$ cat src/utl_pkg.sv
package utl_pkg;

	localparam int SRC_W      = 8;
	localparam int CP_W       = 21;
	localparam int TOK_CHAR_W = 16;
	localparam int CHAR_POS_W = 6;
	localparam int TOK_LEN_W  = 7;
	localparam int REASON_W   = 2;
	localparam int OUT_W      = TOK_CHAR_W + CHAR_POS_W + TOK_LEN_W + REASON_W + 1;

	// why a token ended
	localparam logic [REASON_W-1:0] REASON_SEP = 2'd0;
	localparam logic [REASON_W-1:0] REASON_EOI = 2'd1;
	localparam logic [REASON_W-1:0] REASON_ESC = 2'd2;
	localparam logic [REASON_W-1:0] REASON_BAD = 2'd3;

	localparam logic [SRC_W-1:0] BYTE_ESC = 8'h1b;

	localparam logic [TOK_CHAR_W-1:0] CH_0     = 16'h0030;
	localparam logic [TOK_CHAR_W-1:0] CH_9     = 16'h0039;
	localparam logic [TOK_CHAR_W-1:0] CH_LC_A  = 16'h0061;
	localparam logic [TOK_CHAR_W-1:0] CH_LC_F  = 16'h0066;
	localparam logic [TOK_CHAR_W-1:0] CH_UC_A  = 16'h0041;
	localparam logic [TOK_CHAR_W-1:0] CH_UC_F  = 16'h0046;
	localparam logic [TOK_CHAR_W-1:0] CH_COMMA = 16'h002c;

	localparam int N_ESC = 7;
	localparam logic [7:0] ESC_KEY [N_ESC] = '{8'h61, 8'h62, 8'h66, 8'h6e, 8'h72, 8'h74, 8'h76};
	localparam logic [7:0] ESC_VAL [N_ESC] = '{8'h07, 8'h08, 8'h0c, 8'h0a, 8'h0d, 8'h09, 8'h0b};

	typedef struct packed {
		logic                  chr_ok;
		logic [CP_W-1:0]       chr;
		logic                  stop;
		logic [REASON_W-1:0]   reason;
		logic [1:0]            pending;
		logic [CP_W-1:0]       accum;
	} dec_t;

	// bit 16 set when the character names a control escape
	function automatic logic [TOK_CHAR_W:0] esc_map(input logic [CP_W-1:0] c);
		logic [TOK_CHAR_W:0] r;
		r = '0;
		for (int i = 0; i < N_ESC; i++) begin
			if (c == CP_W'(ESC_KEY[i])) begin
				r = {1'b1, TOK_CHAR_W'(ESC_VAL[i])};
			end
		end
		return r;
	endfunction

	function automatic logic [4:0] hex_val(input logic [TOK_CHAR_W-1:0] v);
		logic [4:0] r;
		r = '0;
		if (v >= CH_0 && v <= CH_9) begin
			r = {1'b1, v[3:0]};
		end else if ((v >= CH_LC_A && v <= CH_LC_F) || (v >= CH_UC_A && v <= CH_UC_F)) begin
			r = {1'b1, v[3:0] + 4'd9};
		end
		return r;
	endfunction

	function automatic logic [TOK_CHAR_W-1:0] hex_pair(input logic [TOK_CHAR_W-1:0] h1,
		input logic [TOK_CHAR_W-1:0] h2);
		logic [4:0] d1;
		logic [4:0] d2;
		logic [TOK_CHAR_W-1:0] r;
		d1 = hex_val(h1);
		d2 = hex_val(h2);
		if (!d1[4]) begin
			r = '0;
		end else if (!d2[4]) begin
			r = TOK_CHAR_W'(d1[3:0]);
		end else begin
			r = TOK_CHAR_W'({d1[3:0], d2[3:0]});
		end
		return r;
	endfunction

endpackage

$ cat src/utl_utf8_dec.sv
module utl_utf8_dec (
	input  logic [1:0]                   pending,
	input  logic [utl_pkg::CP_W-1:0]     accum,
	input  logic [utl_pkg::SRC_W-1:0]    src_byte,
	output utl_pkg::dec_t                dec
);

	logic [utl_pkg::CP_W-1:0] acc_sh;

	assign acc_sh = {accum[utl_pkg::CP_W-7:0], src_byte[5:0]};

	always_comb begin
		dec         = '0;
		dec.pending = pending;
		dec.accum   = accum;
		dec.reason  = utl_pkg::REASON_BAD;
		if (pending == 2'd0) begin
			if (src_byte == utl_pkg::BYTE_ESC) begin
				dec.stop   = 1'b1;
				dec.reason = utl_pkg::REASON_ESC;
			end else if (!src_byte[7]) begin
				dec.chr_ok = 1'b1;
				dec.chr    = utl_pkg::CP_W'(src_byte);
			end else if (src_byte[7:5] == 3'b110) begin
				dec.pending = 2'd1;
				dec.accum   = utl_pkg::CP_W'(src_byte[4:0]);
			end else if (src_byte[7:4] == 4'b1110) begin
				dec.pending = 2'd2;
				dec.accum   = utl_pkg::CP_W'(src_byte[3:0]);
			end else if (src_byte[7:3] == 5'b11110) begin
				dec.pending = 2'd3;
				dec.accum   = utl_pkg::CP_W'(src_byte[2:0]);
			end else begin
				dec.stop = 1'b1;
			end
		end else if (src_byte[7:6] != 2'b10) begin
			dec.stop = 1'b1;
		end else begin
			dec.pending = pending - 2'd1;
			if (pending == 2'd1) begin
				dec.chr_ok = 1'b1;
				dec.chr    = acc_sh;
				dec.accum  = '0;
			end else begin
				dec.accum = acc_sh;
			end
		end
	end

endmodule

$ cat src/utf8_token_lexer.sv
// Lexer for a UTF-8 byte stream. Each input item is one source byte (tuser low) or an end of
// input mark (tuser high); bytes are decoded and split into whitespace separated tokens, with
// /* */ and // comments skipped, comma-ended tokens dropped and quoted constants unescaped.
// A source byte is taken every cycle while no token is being emitted. When a token ends, its
// characters (or a single empty result) leave one per cycle while the output keeps up, each
// carrying its position, the token length, the end reason and the overflow flag, tlast on
// the final one; the input is held while the token is read out, and longer when the output
// stalls, since the token memory has a single emission read port.
// The output register lets the next bytes be taken while the last result still waits.
// Characters beyond TOKEN_MAX are dropped and flagged.
module utf8_token_lexer #(
	parameter int TOKEN_MAX = 64
) (
	input  logic                          clk,
	input  logic                          arst_n,
	input  logic                          s_axis_tvalid,
	output logic                          s_axis_tready,
	input  logic [utl_pkg::SRC_W-1:0]     s_axis_tdata,  // src_byte
	input  logic                          s_axis_tuser,  // kind
	output logic                          m_axis_tvalid,
	input  logic                          m_axis_tready,
	// tok_char, char_pos, tok_length, end_reason, overflowed
	output logic [utl_pkg::OUT_W-1:0]     m_axis_tdata,
	output logic                          m_axis_tlast   // is_last
);

	localparam int AW  = $clog2(TOKEN_MAX);
	localparam int WPW = $clog2(TOKEN_MAX + 1);
	localparam int CW  = utl_pkg::CP_W;
	localparam int TW  = utl_pkg::TOK_CHAR_W;

	localparam logic [2:0] MODE_PLAIN = 3'd0;
	localparam logic [2:0] MODE_BLOCK = 3'd1;
	localparam logic [2:0] MODE_LINE  = 3'd2;
	localparam logic [2:0] MODE_QUOTE = 3'd3;
	localparam logic [2:0] MODE_ESC   = 3'd4;
	localparam logic [2:0] MODE_HEX1  = 3'd5;
	localparam logic [2:0] MODE_HEX2  = 3'd6;

	localparam logic [CW-1:0] CH_SLASH = 21'h2f;
	localparam logic [CW-1:0] CH_STAR  = 21'h2a;
	localparam logic [CW-1:0] CH_SQ    = 21'h27;
	localparam logic [CW-1:0] CH_DQ    = 21'h22;
	localparam logic [CW-1:0] CH_SPACE = 21'h20;
	localparam logic [CW-1:0] CH_CR    = 21'h0d;
	localparam logic [CW-1:0] CH_LF    = 21'h0a;
	localparam logic [CW-1:0] CH_BSL   = 21'h5c;
	localparam logic [CW-1:0] CH_X     = 21'h78;

	// lexer state
	logic [2:0]     mode_q, mode_d;
	logic [CW-1:0]  rem_q, rem_d;
	logic [WPW-1:0] wp_q, wp_d;
	logic [1:0]     pend_q, pend_d;
	logic [CW-1:0]  acc_q, acc_d;
	logic           ovf_q, ovf_d;

	logic [TW-1:0]  store_mem [TOKEN_MAX];
	logic [TW-1:0]  lk_data_q;
	logic [TW-1:0]  lk_byp_q;
	logic           lk_hit_q;
	logic [TW-1:0]  last_char;

	logic           in_acc;
	utl_pkg::dec_t  dec;
	logic [TW-1:0]  c16;
	logic [TW:0]    esc;
	logic           wp_below;
	logic [WPW-1:0] wp_qm1;
	logic [WPW-1:0] wp_dm1;
	logic [AW-1:0]  lk_addr;
	logic           we;
	logic [AW-1:0]  waddr;
	logic [TW-1:0]  wdata;
	logic           term;
	logic [utl_pkg::REASON_W-1:0] reason;
	logic           step_adv;
	logic           step_ret;
	logic           drop;

	// emission
	logic           em_active_q;
	logic [WPW-1:0] em_k_q;
	logic [WPW-1:0] em_len_q;
	logic [utl_pkg::REASON_W-1:0] em_reason_q;
	logic           em_ovf_q;
	logic           em_last;
	logic           issue;

	logic           valid_s1;
	logic [WPW-1:0] pos_s1;
	logic [WPW-1:0] len_s1;
	logic           last_s1;
	logic           empty_s1;
	logic [utl_pkg::REASON_W-1:0] reason_s1;
	logic           ovf_s1;
	logic [TW-1:0]  rd_s1;

	logic           out_valid_q;
	logic [utl_pkg::OUT_W-1:0] out_data_q;
	logic           out_last_q;
	logic           out_adv;

	utl_utf8_dec u_dec (
		.pending  (pend_q),
		.accum    (acc_q),
		.src_byte (s_axis_tdata),
		.dec      (dec)
	);

	assign in_acc        = s_axis_tvalid && s_axis_tready;
	assign s_axis_tready = !em_active_q;
	assign c16           = dec.chr[TW-1:0];
	assign esc           = utl_pkg::esc_map(dec.chr);
	assign wp_below      = wp_q < WPW'(TOKEN_MAX);
	assign wp_qm1        = wp_q - WPW'(1);
	assign wp_dm1        = wp_d - WPW'(1);
	assign lk_addr       = wp_dm1[AW-1:0];
	// the entry just below the write position, with the write of the last cycle bypassed
	assign last_char     = lk_hit_q ? lk_byp_q : lk_data_q;

	always_comb begin
		mode_d   = mode_q;
		rem_d    = rem_q;
		wp_d     = wp_q;
		pend_d   = pend_q;
		acc_d    = acc_q;
		ovf_d    = ovf_q;
		we       = 1'b0;
		waddr    = wp_q[AW-1:0];
		wdata    = c16;
		term     = 1'b0;
		reason   = utl_pkg::REASON_SEP;
		step_adv = 1'b0;
		step_ret = 1'b0;
		drop     = 1'b0;
		if (in_acc) begin
			if (s_axis_tuser) begin
				term   = 1'b1;
				reason = utl_pkg::REASON_EOI;
			end else if (dec.stop) begin
				term   = 1'b1;
				reason = dec.reason;
			end else begin
				pend_d = dec.pending;
				acc_d  = dec.accum;
				if (dec.chr_ok) begin
					we = wp_below;
					unique case (mode_q)
						MODE_PLAIN: begin
							if (dec.chr == CH_SLASH || dec.chr == CH_STAR) begin
								if (rem_q == CH_SLASH) begin
									rem_d    = '0;
									mode_d   = (dec.chr == CH_STAR) ? MODE_BLOCK : MODE_LINE;
									step_ret = 1'b1;
								end else begin
									rem_d    = dec.chr;
									step_adv = 1'b1;
								end
							end else if (dec.chr == CH_SQ || dec.chr == CH_DQ) begin
								if (wp_q == '0) begin
									rem_d  = dec.chr;
									mode_d = MODE_QUOTE;
								end
								step_adv = 1'b1;
							end else if (dec.chr <= CH_SPACE) begin
								if (wp_q != '0) begin
									if (last_char == utl_pkg::CH_COMMA) begin
										drop = 1'b1;
									end else begin
										term = 1'b1;
									end
								end
							end else begin
								step_adv = 1'b1;
							end
						end
						MODE_BLOCK: begin
							if (rem_q == CH_STAR && dec.chr == CH_SLASH) begin
								mode_d = MODE_PLAIN;
							end else begin
								rem_d = dec.chr;
							end
						end
						MODE_LINE: begin
							if (dec.chr == CH_CR || dec.chr == CH_LF) begin
								mode_d = MODE_PLAIN;
							end
						end
						MODE_QUOTE: begin
							if (dec.chr == CH_BSL) begin
								mode_d = MODE_ESC;
							end else if (dec.chr == rem_q) begin
								term = 1'b1;
							end else begin
								step_adv = 1'b1;
							end
						end
						MODE_ESC: begin
							if (dec.chr == CH_X) begin
								mode_d = MODE_HEX1;
							end else begin
								if (esc[TW]) begin
									wdata = esc[TW-1:0];
								end
								step_adv = 1'b1;
								mode_d   = MODE_QUOTE;
							end
						end
						MODE_HEX1: begin
							step_adv = 1'b1;
							mode_d   = MODE_HEX2;
						end
						default: begin
							// second hex digit: rewrite the first digit's entry, position unchanged
							we     = 1'b1;
							waddr  = wp_qm1[AW-1:0];
							wdata  = utl_pkg::hex_pair(last_char, c16);
							mode_d = MODE_QUOTE;
						end
					endcase
				end
			end
		end
		if (step_adv) begin
			if (wp_below) begin
				wp_d = wp_q + WPW'(1);
			end else begin
				ovf_d = 1'b1;
			end
		end else if (step_ret && wp_q != '0) begin
			wp_d = wp_qm1;
		end
		if (drop) begin
			rem_d = '0;
			wp_d  = '0;
			ovf_d = 1'b0;
		end
		if (term) begin
			we     = 1'b0;
			mode_d = MODE_PLAIN;
			rem_d  = '0;
			wp_d   = '0;
			pend_d = '0;
			acc_d  = '0;
			ovf_d  = 1'b0;
		end
	end

	always_ff @(posedge clk or negedge arst_n) begin
		if (!arst_n) begin
			mode_q <= MODE_PLAIN;
			rem_q  <= '0;
			wp_q   <= '0;
			pend_q <= '0;
			acc_q  <= '0;
			ovf_q  <= 1'b0;
		end else begin
			mode_q <= mode_d;
			rem_q  <= rem_d;
			wp_q   <= wp_d;
			pend_q <= pend_d;
			acc_q  <= acc_d;
			ovf_q  <= ovf_d;
		end
	end

	// token memory: one write port, a lookup port and an emission port
	always_ff @(posedge clk) begin
		if (we) begin
			store_mem[waddr] <= wdata;
		end
		lk_data_q <= store_mem[lk_addr];
		lk_byp_q  <= wdata;
		if (issue) begin
			rd_s1 <= store_mem[em_k_q[AW-1:0]];
		end
	end

	always_ff @(posedge clk or negedge arst_n) begin
		if (!arst_n) begin
			lk_hit_q <= 1'b0;
		end else begin
			lk_hit_q <= we && (waddr == lk_addr);
		end
	end

	assign out_adv = !out_valid_q || m_axis_tready;
	assign issue   = em_active_q && (!valid_s1 || out_adv);
	assign em_last = (em_len_q == '0) || (em_k_q + WPW'(1) == em_len_q);

	always_ff @(posedge clk or negedge arst_n) begin
		if (!arst_n) begin
			em_active_q <= 1'b0;
			em_k_q      <= '0;
			valid_s1    <= 1'b0;
			out_valid_q <= 1'b0;
		end else begin
			if (term) begin
				em_active_q <= 1'b1;
				em_k_q      <= '0;
			end else if (issue) begin
				em_k_q <= em_k_q + WPW'(1);
				if (em_last) begin
					em_active_q <= 1'b0;
				end
			end
			if (issue) begin
				valid_s1 <= 1'b1;
			end else if (out_adv) begin
				valid_s1 <= 1'b0;
			end
			if (out_adv) begin
				out_valid_q <= valid_s1;
			end
		end
	end

	// item metadata, no reset needed
	always_ff @(posedge clk) begin
		if (term) begin
			em_len_q    <= wp_q;
			em_reason_q <= reason;
			em_ovf_q    <= ovf_q;
		end
		if (issue) begin
			pos_s1    <= em_k_q;
			len_s1    <= em_len_q;
			last_s1   <= em_last;
			empty_s1  <= em_len_q == '0;
			reason_s1 <= em_reason_q;
			ovf_s1    <= em_ovf_q;
		end
		if (out_adv && valid_s1) begin
			out_data_q <= {ovf_s1, reason_s1, utl_pkg::TOK_LEN_W'(len_s1),
				utl_pkg::CHAR_POS_W'(pos_s1), empty_s1 ? TW'(0) : rd_s1};
			out_last_q <= last_s1;
		end
	end

	assign m_axis_tvalid = out_valid_q;
	assign m_axis_tdata  = out_data_q;
	assign m_axis_tlast  = out_last_q;

	a_wp_range: assert property (@(posedge clk) disable iff (!arst_n)
		wp_q <= WPW'(TOKEN_MAX))
		else $error("write position beyond token store");

	a_quote_wp: assert property (@(posedge clk) disable iff (!arst_n)
		(mode_q >= MODE_QUOTE) |-> (wp_q != '0))
		else $error("quoted mode without the opening quote kept");

	a_term_clears: assert property (@(posedge clk) disable iff (!arst_n)
		(in_acc && term) |=> (em_active_q && wp_q == '0 && pend_q == '0 && mode_q == MODE_PLAIN))
		else $error("token end did not start emission with cleared state");

	a_issue_end: assert property (@(posedge clk) disable iff (!arst_n)
		(issue && em_last) |=> (!em_active_q && valid_s1))
		else $error("emission did not finish after its final item");

endmodule

$ cat config.mk
export PLATFORM = sky130hd
export DESIGN_NAME = utf8_token_lexer
export DESIGN_NICKNAME = d
export VERILOG_FILES = /design/src/utl_pkg.sv /design/src/utl_utf8_dec.sv /design/src/utf8_token_lexer.sv
export SDC_FILE = /design/constraint.sdc
export NUM_CORES = 2
export LEC_CHECK = 0
export ABC_AREA = 0
export BUFFER_PORTS_ARGS = -buffer_cell sky130_fd_sc_hd__buf_2
export CAP_MARGIN = 0
export CORE_MARGIN = 2
export CORE_UTILIZATION = 57
export DETAILED_ROUTE_END_ITERATION = 6
export GPL_TIMING_DRIVEN = 1
export HOLD_SLACK_MARGIN = 0.03
export PLACE_DENSITY = 0.69
export SETUP_SLACK_MARGIN = 0.4
export SLEW_MARGIN = 20
export SYNTH_ARGS = -nofsm -noshare
export SYNTH_HDL_FRONTEND = slang
export SYNTH_SLANG_ARGS = --single-unit
$ cat constraint.sdc
create_clock -name clk -period 10.5 [get_ports clk]
set_input_delay 2.1 -clock clk [delete_from_list [all_inputs] [get_ports clk]]
set_output_delay 2.1 -clock clk [all_outputs]
set_load 0.05 [all_outputs]
-- Word-level counts from Yosys, hierarchy flattened
Memories as Yosys holds them, arrays and structs flattened. A register that Yosys moved wholly into a read port is not among the register bits.
Index checks and enable logic that the tools add are counted.
- flip-flop bits (word level): 137
- bits in writable memories: 1024
- input port bits: 13
- output and inout port bits: 35
- logic and storage cells: 303
- memories kept: 1
- add/sub/neg operators: 7
- magnitude comparators: 14
- equal/unequal tests: 50
- multiplexer cells: 159
- bitwise operators: 2
- reductions and logical operators: 45
- memories (memory ; words ; width ; rd ports ; clocked after memory_dff ; write ports ; RTL line ; text):
    store_mem ; 64 ; 16 ; 2 ; 2 ; 1 ; utf8_token_lexer.sv:58 ; logic [TW-1:0] store_mem [TOKEN_MAX];
- operators by type and width (operator ; count):
    $mux 21 ; 12
    $eq 21x7->1 const B ; 9
    $mux 23 ; 8
    $eq 21x6->1 const B ; 6
    $mux 17 ; 7
    $mux 16 ; 7
    $mux 22 ; 4
    $mux 5 ; 14
    $mux 1 ; 66
    $ge 16x7->1 const B ; 4
    $le 16x7->1 const B ; 4
    $mux 15 ; 4
    $mux 7 ; 7
    $eq 21x4->1 const B ; 2
    $pmux 21 s2 ; 1
    $mux 3 ; 13
    $ge 16x6->1 const B ; 2
    $le 16x6->1 const B ; 2
    $pmux 16 s2 ; 1
    $mux 6 ; 5
    $eq 21x21->1 ; 1
    $le 21x6->1 const B ; 1
    $pmux 3 s6 ; 1
    $eq 16x6->1 const B ; 1
    other kinds (44) ; 95

-- Longest topological paths before layout
- depth after elaboration: 24
- gate-level depth with buffers: 28
- gate-level depth less buffers: 20

-- Modules after synthesis
Synthesis repeated with hierarchy kept, for this count alone.
- cells, all modules: 3624
- area total of the unflattened synthesis: 57061.0 µm²
- modules (own cells, without submodules) (module ; times used ; cells an instance ; area an instance (µm²) ; sequential area each (µm²)):
    utf8_token_lexer ; 1 ; 3479 ; 56157.6 ; 35353.9
    utl_utf8_dec ; 1 ; 145 ; 903.4 ; 0.0

-- Worst setup path before layout
Ideal clock, no wire load.
- kind: input to register
- from: input port s_axis_tdata[5] in the netlist's numbering
- to: register lk_data_q[10], read port of store_mem
- library setup time: 0.123 ns
- arrival time: 7.694 ns
- required time: 10.377 ns
- slack: 2.684 ns
- stages on the path: 26
- buffers on the path: 9
- path through: buf_6 > and4bb_2 > a21oi_4 > o21ai_1 > ha_1 > clkbuf_1 > nand2b_1 > o22ai_1 > o21ai_0 > a211oi_1 > nor2_1 > a211o_1 > a211oi_1 > buf_6 > buf_6 > buf_6 > buf_6 > inv_1 > ha_1 > clkbuf_1 > clkbuf_1 > clkbuf_1 > mux4_2 > mux4_2 > a22oi_1 > nand3_1
- word-level cells in the longest chain between the ends: 17
- elaborated cells between the ends (all ways): 65
- ends and longest elaborated chain (what ; RTL line ; text):
    start, declared ; utf8_token_lexer.sv:18 ; input logic [utl_pkg::SRC_W-1:0] s_axis_tdata,
    $eq 8x5->1, or another cell as far along ; utl_utf8_dec.sv:18 ; if (src_byte == utl_pkg::BYTE_ESC) begin
    $mux 22 (on tied branches) ; utl_utf8_dec.sv:18, utl_utf8_dec.sv:36 ;
    $mux 23 * ; utl_utf8_dec.sv:17 ; if (pending == 2'd0) begin
    parallel branches: the longest is 12 deep, another holds $le 21x6->1 ; n/a ;
    $mux 7 * ; utf8_token_lexer.sv:239 ; if (term) begin
    via wp_d[0] ; utf8_token_lexer.sv:53 ; logic [WPW-1:0] wp_q, wp_d;
    $sub 6x1->6 * ; utf8_token_lexer.sv:117 ; assign wp_dm1 = wp_d - WPW'(1);
    end, declared ; utf8_token_lexer.sv:59 ; logic [TW-1:0] lk_data_q;
Mark *: on every way through the listed nets, which the timed path passes.
A chain may end at the register's enable or synchronous reset.

-- Worst setup path in the final report
- from: input port s_axis_tdata[4] in the netlist's numbering
- to: register lk_data_q[15], read port of store_mem
- word-level cells in the longest chain between the ends: 17
- elaborated cells between the ends (all ways): 64
- ends and longest elaborated chain (what ; RTL line):
    $eq 8x5->1, or another cell as far along ; utl_utf8_dec.sv:18
    $mux 22 (on tied branches) ; utl_utf8_dec.sv:18, utl_utf8_dec.sv:36
    $mux 23 * ; utl_utf8_dec.sv:17
    parallel branches: the longest is 12 deep, another holds $le 21x6->1 ; n/a
    $mux 7 * ; utf8_token_lexer.sv:239
    $sub 6x1->6 * ; utf8_token_lexer.sv:117
Every way passes the cells marked *.

==> results.toml <==
[clocking]
htree_levels = 3
cts_tree = "yes"
clkLatencyLatePin_ns = 0.74
cts_buffers = 120
cts_resized = 0
cts_buffer_depth = 3
cts_setup_buffers = 0
root_buffer = "clkbuf_16"
clk_pin_slew_ns = 0.07
hold_buffers = 0
cts_sinks = 1193

[power_and_ir_drop]
power.total_w = 0.0168
leakagePower_nw = 19.7
powerDensity_nw_per_um2 = 270
ir_drop_mv = 0.223

[synthesis]
syn-cell-area_um2 = 56000
yosysWarningCount = 0
synth_top_area_share = 0.590
synthFlopType = "edfxtp_1"
yosysMostFrequentCell = "edfxtp_1"
synth_enable_flop_cells = 1101
synthCells = 3300
synth_largest_area_cell = "edfxtp_1"
avgSynthCellArea_um2 = 17.0
synth.area.top_cells = "edfxtp_1 59%, mux4_2 19%, mux2i_1 3.6%"
ys_seq_area_frac = 0.628
synth-seq-cells = 1193
synthTopCellsByCount = "1101 x edfxtp_1, 464 x mux4_2, 202 x mux2i_1"
syn_nets = 3327
synthArstFlopShare = 0.0503
synth.distinct_cells = 77

[worst_hold_path]
hold_path_depth = 0
min_path_type = "reg2reg"

[die]
dieArea_um2 = 101000
design.core.area_um2 = 97800
start_util = 0.573
num_rows = 115
dieHeight_um = 318
die_w_um = 318
num_io_pins = 48

[timing]
hold_viol = 0
setup_violations = 0
min_period_over_period = 0.814
fmax_ghz = 0.117
clock_skew_ns = 0.0367
maxSlewViolCount = 0
worstMarginPinSlew_ns = 1.19
fin_ws_ns = 1.95
fin_crit_ns = 8.55
finalSetupTns_ns = 0
rsz0062_at_grt = "no"
slew_headroom = 0.207

[cells_and_area]
stdcell_area_um2 = 62100
syn_to_final_growth_pct = 10.9
nFillCells = 6752
fin_util = 0.635
layout-drive-gt1-share = 0.274
fin_nets = 3336

[critical_path]
cp-start-kind = "primary input"
ff2ff_path_depth = 17
cp_cell_sequence = "buf_2 > and4bb_2 > a21oi_4 > o21ai_1 > ha_1 > nand2b_1 > o22ai_1 > o21ai_0 > a211oi_1 > nor2_1 > a211o_1 > or3_1 > nand4_1 > ha_4 > buf_4 > mux4_2 > mux4_2 > a22oi_1 > nand3_1"
crit_path_end_kind = "register"
cp.arrival_ns = 9.13
worstSetupPathType = "in2reg"
slowest_delay_ns = 0.82
cp_slowest_cell = "ha_4"
cp_common_cell = "mux4_2"
critPathRequiredTime_ns = 11.08
crit_fanout = 48

[routing]
drt_first_pass_iters = 5
ant_nets = 0
drt_iter0_drc = 5050
routed_wl_mm = 170
vias_per_cell = 7.34
via_count = 34500
drc = 0
routedWlPerCell_um = 36.1

[flow_run]
cap_violations = 0

[placement]
place_ws_ns = 1.22
placed_area_um2 = 58100
numPortBuffers = 47
place.gp.congestion = 0.923
dp_hpwl_mm = 98.0

[run_status]
status = "completed"

[global_routing]
grt_pass1_vias = 34200
overflow = 0
grt_first_pass_wirelength_mm = 243
grt_antenna_before_repair = 2
grt.total_usage = 0.338
grt_max_degree = 112
## worst max-delay path: cells and delay by family
family / cells / cell delay (ns)
muxes: 2 / 0.91
AOI/OAI and AO/OA: 7 / 2.60
adders and majority gates: 2 / 1.30
buffers and inverters: 2 / 0.76
and+or+nand+nor: 6 / 1.42
## cell usage in the layout (no fill, tap or decap), types with 23 or more instances in the layout
cell type / n
o21ai_0: 99
nor3_1: 27
nand3_1: 70
nand2_1: 171
o221ai_1: 66
nor2b_1: 23
buf_4: 56
nor2_1: 64
inv_1: 24
a21oi_1: 165
dfxtp_1: 32
nand2b_1: 27
o22ai_1: 66
clkinv_2: 25
buf_2: 47
nor2_4: 56
edfxtp_1: 1101
mux2_2: 67
clkbuf_1: 26
dfrtp_1: 56
clkbuf_16: 122
mux4_2: 464
mux2i_1: 202
## metal layers
metal / GRT usage / vias to the layer above / share of wire
met4: 0.174 / 0 / 0.058
met1: 0.447 / 18000 / 0.36
met5: 0 / - / 0
met2: 0.530 / 2362 / 0.47
li1: - / 13700 / -
met3: 0.0802 / 460 / 0.11
## flip-flops by register name, indices dropped and copies added (netlist names), 15 cells and up
name	flops
store_mem	1024
acc_q	15
lk_byp_q	16
rd_s1	16
rem_q	21
m_axis_tdata	32
lk_data_q	16
## final timing paths
kind | start | to | slack [ns]
max | s_axis_tdata[4] | lk_data_q[15]$_DFF_P_ | 1.95
min | em_reason_q[1]$_SDFFCE_PP0N_ | reason_s1[1]$_DFFE_PP_ | 0.42
max reg2reg | pend_q[1]$_DFFE_PN0P_ | lk_data_q[15]$_DFF_P_ | 2.76
min reg2reg | em_reason_q[1]$_SDFFCE_PP0N_ | reason_s1[1]$_DFFE_PP_ | 0.42
max in group asynchronous | arst_n | em_k_q[0]$_DFFE_PN0P_ | 8.08
min in group asynchronous | arst_n | acc_q[6]$_DFFE_PN0P_ | 1.36
## cell type report
cell class / instances / area (um2) / share of cell area
clock buffer: 151 / 3190 / 0.0514
sequential: 1193 / 35200 / 0.567
clock inverter: 74 / 749 / 0.0121
multi-input combinational: 1853 / 20300 / 0.327
antenna: 3 / 7.51 / 0.000121
timing repair buffer: 116 / 931 / 0.0150
tap: 1287 / 1610 / 0.0259
inverter: 25 / 93.8 / 0.00151
## through the flow
step / hold WS, ns / std cells
2_1_floorplan: 0.400 / 3300
3_3_place_gp: 0.403 / 4472
3_5_place_dp: 0.405 / 4472
4_1_cts: 0.418 / 4697
5_1_grt: 0.422 / 4699
6_report: 0.417 / 4702
## where the power goes
| part | leakage [nW] | internal [W] | switching [W] |
|---|---|---|---|
| combinational | 6.55 | 0.00271 | 0.00404 |
| sequential | 11.3 | 0.00550 | 0.000223 |
| clock | 1.91 | 0.00247 | 0.00184 |
| total | 19.7 | 0.0107 | 0.00610 |
## logic make-up (layout without fill, tap and decap cells)
logic type / Yosys count / count (layout) / synth area share
other: 0 / 3 / 0
AO/OA/AOI/OAI: 516 / 516 / 0.0584
multiplexers: 734 / 734 / 0.236
flip-flops: 1193 / 1193 / 0.628
XOR/XNOR: 39 / 39 / 0.00610
AND/OR/NAND/NOR: 550 / 550 / 0.0475
buffers and inverters: 254 / 366 / 0.0204
adder cells (fa/ha/maj): 14 / 14 / 0.00313
Note: power is estimated with default switching activity, not from simulation.
